**src/sv/tbga_pkg.sv**
```systemverilog
// ----------------------------------------------------------------------------
// tbga_pkg
// Widths and shared types of the three-body acceleration pipeline.
// ----------------------------------------------------------------------------
package tbga_pkg;

    localparam int POS_W         = 32;           // Q16.16 position / acceleration
    localparam int DIFF_W        = POS_W + 1;    // signed difference
    localparam int MAG_W         = POS_W;        // |difference| < 2^32
    localparam int SQ_W          = 2 * MAG_W + 1; // dx^2 + dy^2
    localparam int RAD_W         = SQ_W + 1;     // radicand padded to even width
    localparam int ROOT_W        = RAD_W / 2;    // floor(sqrt(S))
    localparam int REM_W         = ROOT_W + 2;   // sqrt partial remainder
    localparam int SPLIT_W       = 32;           // low slice of S for the cube product
    localparam int DEN_W         = SQ_W + ROOT_W; // S * r
    localparam int Q_W           = 49;           // pair term magnitude, at most 2^48
    localparam int FRAC_SH       = 48;           // numerator is |d| << 48
    localparam int TERM_W        = Q_W + 1;
    localparam int SUM_W         = 66;           // room for sums and 64-bit limits
    localparam int WORD_BITS_DEF = 32;
    localparam int N_PAIR        = 3;
    localparam int N_TERM        = 2 * N_PAIR;
    localparam int N_ACC         = 6;

    typedef struct packed {
        logic             zero;   // pair coincides
        logic             sx;     // dx negative
        logic [MAG_W-1:0] mx;
        logic             sy;     // dy negative
        logic [MAG_W-1:0] my;
    } pair_side_t;

    typedef struct packed {
        logic zero;
        logic neg;
    } term_side_t;

endpackage

```
**src/sv/tbga_front.sv**
```systemverilog
// ----------------------------------------------------------------------------
// tbga_front
// Pair front end: differences, magnitudes, squares and squared distance.
// ----------------------------------------------------------------------------
module tbga_front (
    input  logic                                 clk,
    input  logic                                 rst_n,
    input  logic                                 en,
    input  logic                                 in_v,
    input  logic signed [tbga_pkg::POS_W-1:0]    ax,
    input  logic signed [tbga_pkg::POS_W-1:0]    ay,
    input  logic signed [tbga_pkg::POS_W-1:0]    bx,
    input  logic signed [tbga_pkg::POS_W-1:0]    by,
    output logic                                 out_v,
    output logic [tbga_pkg::SQ_W-1:0]            sq,
    output tbga_pkg::pair_side_t                 side
);

    localparam int DIFF_W = tbga_pkg::DIFF_W;
    localparam int MAG_W  = tbga_pkg::MAG_W;
    localparam int SQ_W   = tbga_pkg::SQ_W;
    localparam int PROD_W = 2 * MAG_W;

    logic [3:0]                v_reg;
    logic signed [DIFF_W-1:0]  dx_reg, dy_reg;
    logic signed [DIFF_W-1:0]  ndx, ndy;
    tbga_pkg::pair_side_t      s2_reg, s3_reg, s4_reg;
    tbga_pkg::pair_side_t      s2_next, s4_next;
    logic [PROD_W-1:0]         px_reg, py_reg;
    logic [SQ_W-1:0]           sq_reg, sq_next;

    assign ndx = -dx_reg;
    assign ndy = -dy_reg;

    always_comb
    begin
        s2_next      = '0;
        s2_next.sx   = dx_reg[DIFF_W-1];
        s2_next.mx   = dx_reg[DIFF_W-1] ? ndx[MAG_W-1:0] : dx_reg[MAG_W-1:0];
        s2_next.sy   = dy_reg[DIFF_W-1];
        s2_next.my   = dy_reg[DIFF_W-1] ? ndy[MAG_W-1:0] : dy_reg[MAG_W-1:0];
        sq_next      = SQ_W'(px_reg) + SQ_W'(py_reg);
        s4_next      = s3_reg;
        s4_next.zero = (sq_next == '0);
    end

    always_ff @(posedge clk or negedge rst_n)
    begin
        if (!rst_n)
        begin
            v_reg <= '0;
        end
        else if (en)
        begin
            v_reg <= {v_reg[2:0], in_v};
        end
    end

    always_ff @(posedge clk)
    begin
        if (en)
        begin
            dx_reg <= DIFF_W'(bx) - DIFF_W'(ax);
            dy_reg <= DIFF_W'(by) - DIFF_W'(ay);
            s2_reg <= s2_next;
            px_reg <= PROD_W'(s2_reg.mx) * PROD_W'(s2_reg.mx);
            py_reg <= PROD_W'(s2_reg.my) * PROD_W'(s2_reg.my);
            s3_reg <= s2_reg;
            sq_reg <= sq_next;
            s4_reg <= s4_next;
        end
    end

    assign out_v = v_reg[3];
    assign sq    = sq_reg;
    assign side  = s4_reg;

endmodule

```
**config.mk**
```make
export PLATFORM = sky130hd
export DESIGN_NAME = tbga_front
export DESIGN_NICKNAME = d
export VERILOG_FILES = /design/src/sv/tbga_pkg.sv /design/src/sv/tbga_front.sv
export SDC_FILE = /design/constraint.sdc
export NUM_CORES = 2
export LEC_CHECK = 0
export ABC_AREA = 1
export BUFFER_PORTS_ARGS = -buffer_cell sky130_fd_sc_hd__buf_2
export CAP_MARGIN = 0
export CORE_UTILIZATION = 40
export CTS_BUF_LIST = sky130_fd_sc_hd__clkbuf_4 sky130_fd_sc_hd__clkbuf_8
export CTS_CLUSTER_SIZE = 12
export DETAILED_ROUTE_END_ITERATION = 12
export GPL_ROUTABILITY_DRIVEN = 0
export GPL_TIMING_DRIVEN = 0
export HOLD_SLACK_MARGIN = 0.03
export SYNTH_ARGS = -nofsm -noshare
export SYNTH_HDL_FRONTEND = slang
export SYNTH_SLANG_ARGS = --single-unit
export TNS_END_PERCENT = 30
```
**constraint.sdc**
```tcl
create_clock -name clk -period 15.25 [get_ports clk]
set_input_delay 0.7625 -clock clk [delete_from_list [all_inputs] [get_ports clk]]
set_output_delay 0.7625 -clock clk [all_outputs]
set_load 0.03 [all_outputs]
```
# Yosys cells after proc, flatten, opt, wreduce, memory -nomap -nowiden
# Cells that the tools add are included.
# W data, S select, Z words.
[word_totals]
register_bits = 462
input_bits = 132
out_inout_bits = 133
wordCells = 29
[op_classes]
n_addsub = 5
n_mul = 2
mux = 2
n_reduce_logical = 1
[ops]
columns = ["cell", "count"]
rows = [
  ["$mul A32 B32 Y64", 2],
  ["$sub A32 B32 Y33", 2],
  ["$add A64 B64 Y65", 1],
  ["$logic_not A65 Y1", 1],
  ["$mux W32", 2],
  ["$neg A32 Y32", 2],
]

# Depth between registers and ports, before layout
[depth]
word_depth = 2
depth_mapped = 33
mapped_depth_nobuf = 31

# Worst setup path before layout
# Ideal clock, no wire load.
[synth_path]
path_type = "reg-to-reg"
start = "reg s2_reg[45] (netlist name)"
end = "reg px_reg[51], data pin"
setup_ps = 262
arrival_time_ps = 6858
required_time_ps = 14988
setup_slack_ps = 8130
path_stages_with_launch = 29
path_buffers = 3
path_cell_list = "edfxtp_1 -> clkbuf_1 -> clkbuf_1 -> buf_1 -> nand2_1 -> fa_1 -> inv_1 -> fa_1 -> fa_1 -> inv_1 -> fa_1 -> inv_1 -> fa_1 -> inv_1 -> fa_1 -> inv_1 -> fa_1 -> fa_1 -> ha_1 -> nand2_1 -> nor2_1 -> inv_1 -> nor3_1 -> a21oi_1 -> o21ai_0 -> nand4_1 -> nand3_1 -> a21oi_1 -> xor2_1"
[synth_via]
elab_chain_len = 1
[synth_lines]
columns = ["item", "line", "text"]
rows = [
  ["from (decl)", "tbga_front.sv:27", "tbga_pkg::pair_side_t s2_reg, s3_reg, s4_reg;"],
  ["from (signal assigned)", "tbga_front.sv:65", "s2_reg <= s2_next;"],
  ["$mul A32 B32 Y64", "tbga_front.sv:66", "px_reg <= PROD_W'(s2_reg.mx) * PROD_W'(s2_reg.mx);"],
  ["to (signal assigned)", "tbga_front.sv:66", ""],
  ["to (decl)", "tbga_front.sv:29", "logic [PROD_W-1:0] px_reg, py_reg;"],
]
# Every way passes these cells.
# A chain may end at the register's enable or synchronous reset.

# Final worst setup path
[layout_path]
start = "reg s2_reg[19] (netlist name)"
end = "reg py_reg[48], data pin"
[layout_via]
elab_chain_len = 1
[layout_lines]
columns = ["item", "line", "text"]
rows = [
  ["$mul A32 B32 Y64", "tbga_front.sv:67", "py_reg <= PROD_W'(s2_reg.my) * PROD_W'(s2_reg.my);"],
  ["to (signal assigned)", "tbga_front.sv:67", ""],
  ["to (decl)", "tbga_front.sv:29", ""],
]
# Every way passes these cells.

==> summary.txt <==
Flow run
  • Max-cap violations: 0

Global route
  • Total grt overflow: 0
  • Antenna violations before repair: 11
  • First-pass GRT wire length: 413000 um
  • Vias in the first global route: 68600
  • Overall global routing resource usage: 26.2%
  • Largest net degree at the start of global routing: 126

Place
  • Placement-stage cell area: approximately 0.09 mm^2
  • PortBufs: around 260
  • Final HPWL DP: 228000 um
  • Placed Cells: 12800

Floorplan
  • Num ports: 265
  • Die Y: about 460 um
  • Starting Density: about two fifths
  • Die Area: approximately 0.21 mm^2
  • Rows: around 170
  • Core Area: 0.210 mm^2
  • Die Wd: 462 um

Hold path
  • Min-delay src: in_v
  • Hold/Removal Path Class: input port to flop

Finish
  • Final instance area: 0.0916 mm^2
  • Multi-input gate area: 0.0588 mm^2
  • Commonest non-fill, non-tap cells in the layout: inv_1 (3008), nand2_1 (1950), fa_1 (1589)
  • Layout cells sized above 1: 5.51%
  • Commonest non-fill, non-tap cell in the layout: inv_1
  • Fin cells: roughly 13000
  • Max reg flops: 67
  • Syn-to-layout area delta: 8.11%
  • Fillers: 20700
  • Register Area: 0.0137 mm^2
  • Layout Nets: ~13000

Timing
  • Worst-Margin Slew: 1460 ps
  • RSZ-0062 raised after global routing: false
  • Peak Freq: 0.0965 GHz
  • Final Setup Violations: 0
  • Worst hold slack: 151 ps
  • Minimum clock period: between 10000 and 15000 ps
  • Tcrit/Tclk final: about two thirds
  • Max Slew Vio Count: 0
  • Clk_skew: around 76 ps
  • Final setup TNS: 0 ps
  • Slew HR: approximately 2.5%
  • Fin. Hold Viols: 0

Synthesis
  • Main synth FF type: edfxtp_1
  • Seq/Total Area, Yosys: 16.2%
  • Post-synth EDFFs: 454
  • Fraction of registers with async set/reset: less than 1%
  • Synth cell types: 54
  • Synthesized area: 0.0847 mm^2
  • Yosys warning count: 0
  • Mapped Cells: 9753
  • Post-Syn Nets: approximately 12000
  • Syn_area_per_cell: roughly 8.7 um^2
  • Synth Register Bits: 458

Worst setup path
  • CP bufs+invs: 8
  • Slowest cell on the critical path: clkbuf_1
  • Slowest stage delay, CP: 900 ps
  • CP dominant cell by count: fa_1
  • Worst path top cell family by delay: adder cells
  • CP Launch Point: s2_reg[19]$_DFFE_PP_
  • Worst path arrival time: 10950 ps
  • CP endpoint kind: flop
  • Largest fanout on the critical path: 10
  • Worst r2r src: s2_reg[19]$_DFFE_PP_
  • CP Launch Type: flop
  • Critical setup path kind: flop to flop
  • Required time of the worst setup path: 15840 ps

Clock network
  • Worst-case clock buffer depth: 3
  • Postcts setup bufs: 0
  • CTS Buf Count: 87
  • CTS tree: yes
  • H-tree depth: 3
  • CTS Root Cell: clkbuf_8
  • Clk slew on worst S/H paths: 60 ps
  • CTS Sinks: 458
  • Worst-skew pair later-pin latency: 890 ps

Route
  • Met3 WL: 29800 um
  • # DRC: 0
  • Max Used Layer: met5
  • Final WL: 274000 um
  • Vias: 65600
  • Routed len/inst: 21.1 um
  • TritonRoute pass-1 iters: 8
  • Vias/cell: 5.05
  • WL met1: 110000 um
  • Met2 WL: 118000 um
  • Starting DRT DRC Count: 6264
  • Detail Route Antenna Nets: 0

Run status
  • Status: finished clean
[cells by family (layout without fill, tap and decap cells)]
family,after synthesis,after routing,synth area share [%]
and+or+nand+nor,2716,2716,13.0
xor gates and xnor gates,340,340,3.53
AOI/OAI and AO/OA,687,687,4.69
adders and majority gates,2311,2311,48.2
muxes,2,2,0.0266
buffers and inverters,3239,3667,14.3
other,0,8,0
DFF,458,458,16.2
[worst register-to-register path: stages, from the launching register on]
cell and delay, ps:
edfxtp_1 720, clkbuf_1 900, buf_1 910, nand2_1 310, fa_1 760, inv_1 100, fa_1 470, fa_1 660
inv_1 110, fa_1 510, inv_1 60, fa_1 570, fa_1 470, fa_1 520, inv_1 60, fa_1 490
inv_1 40, ha_1 380, nand2_1 120, nor2_1 160, inv_1 120, nor4_1 650, nand4_1 370, nand4_1 350
a31oi_1 160, xnor2_1 180
[synth_stat cells (all sizes together), types with 9 or more instances]
cell / number / area, um^2
a21boi: 10 / 75.1
a21o: 21 / 158
a21oi: 313 / 1590
a31o: 11 / 96.3
a31oi: 45 / 282
buf: 24 / 90.1
clkbuf: 189 / 709
edfxtp: 454 / 13600
fa: 1589 / 31800
ha: 722 / 9030
inv: 3023 / 11300
nand2: 1988 / 7560
nand3: 130 / 721
nand3b: 10 / 75.1
nand4: 56 / 350
nor2: 454 / 1820
nor3: 38 / 225
nor4: 21 / 131
o211ai: 9 / 67.6
o21a: 32 / 240
o21ai: 168 / 860
o21bai: 52 / 390
or2: 14 / 87.6
xnor2: 114 / 998
xor2: 226 / 1990
[per-stage QoR]
step	setup WS, ps	util, %
detailed placement	5360	42.7
global route	4840	43.6
finish	4890	43.6
global placement	5490	42.7
CTS	5330	43.6
floorplan	8130	-
[path summary, 6_finish.rpt]
path	end	slack (ps)	cells after the start
min	v_reg[0]$_DFFE_PN0P_	150	2
max reg2reg	py_reg[48]$_DFFE_PP_	4890	25
max	py_reg[48]$_DFFE_PP_	4890	25
min reg2reg	side[47]$_DFFE_PP_	370	0
min in group asynchronous	v_reg[3]$_DFFE_PN0P_	230	2
max in group asynchronous	v_reg[2]$_DFFE_PN0P_	14890	2
[repair_timing]
action	in CTS	in global routing
setup endpoints to repair	0	0
endpoints found under the hold margin	4	0
resized for setup	0	0
hold buffers	1	0
[layout make-up]
| class | instances | share of cell area [%] |
|---|---|---|
| well taps | 2805 | 3.83 |
| flip-flops and latches | 458 | 15.0 |
| repair buffers | 269 | 1.58 |
| multi-input cells | 6056 | 64.2 |
| clock inverters | 48 | 0.563 |
| clock buffers | 111 | 1.50 |
| diodes | 8 | 0.0219 |
| plain buffers | 213 | 0.873 |
| inverters | 3026 | 12.4 |
[routing by layer]
layer | GRT usage (%) | up-vias
li1 | - | 29300
met1 | 34.4 | 32300
met2 | 39.9 | 3268
met3 | 6.74 | 713
met4 | 13.2 | 8
met5 | 0 | -
Power is not shown: default switching activity piles up to over one toggle a cycle in this logic, so the estimate is an artifact.
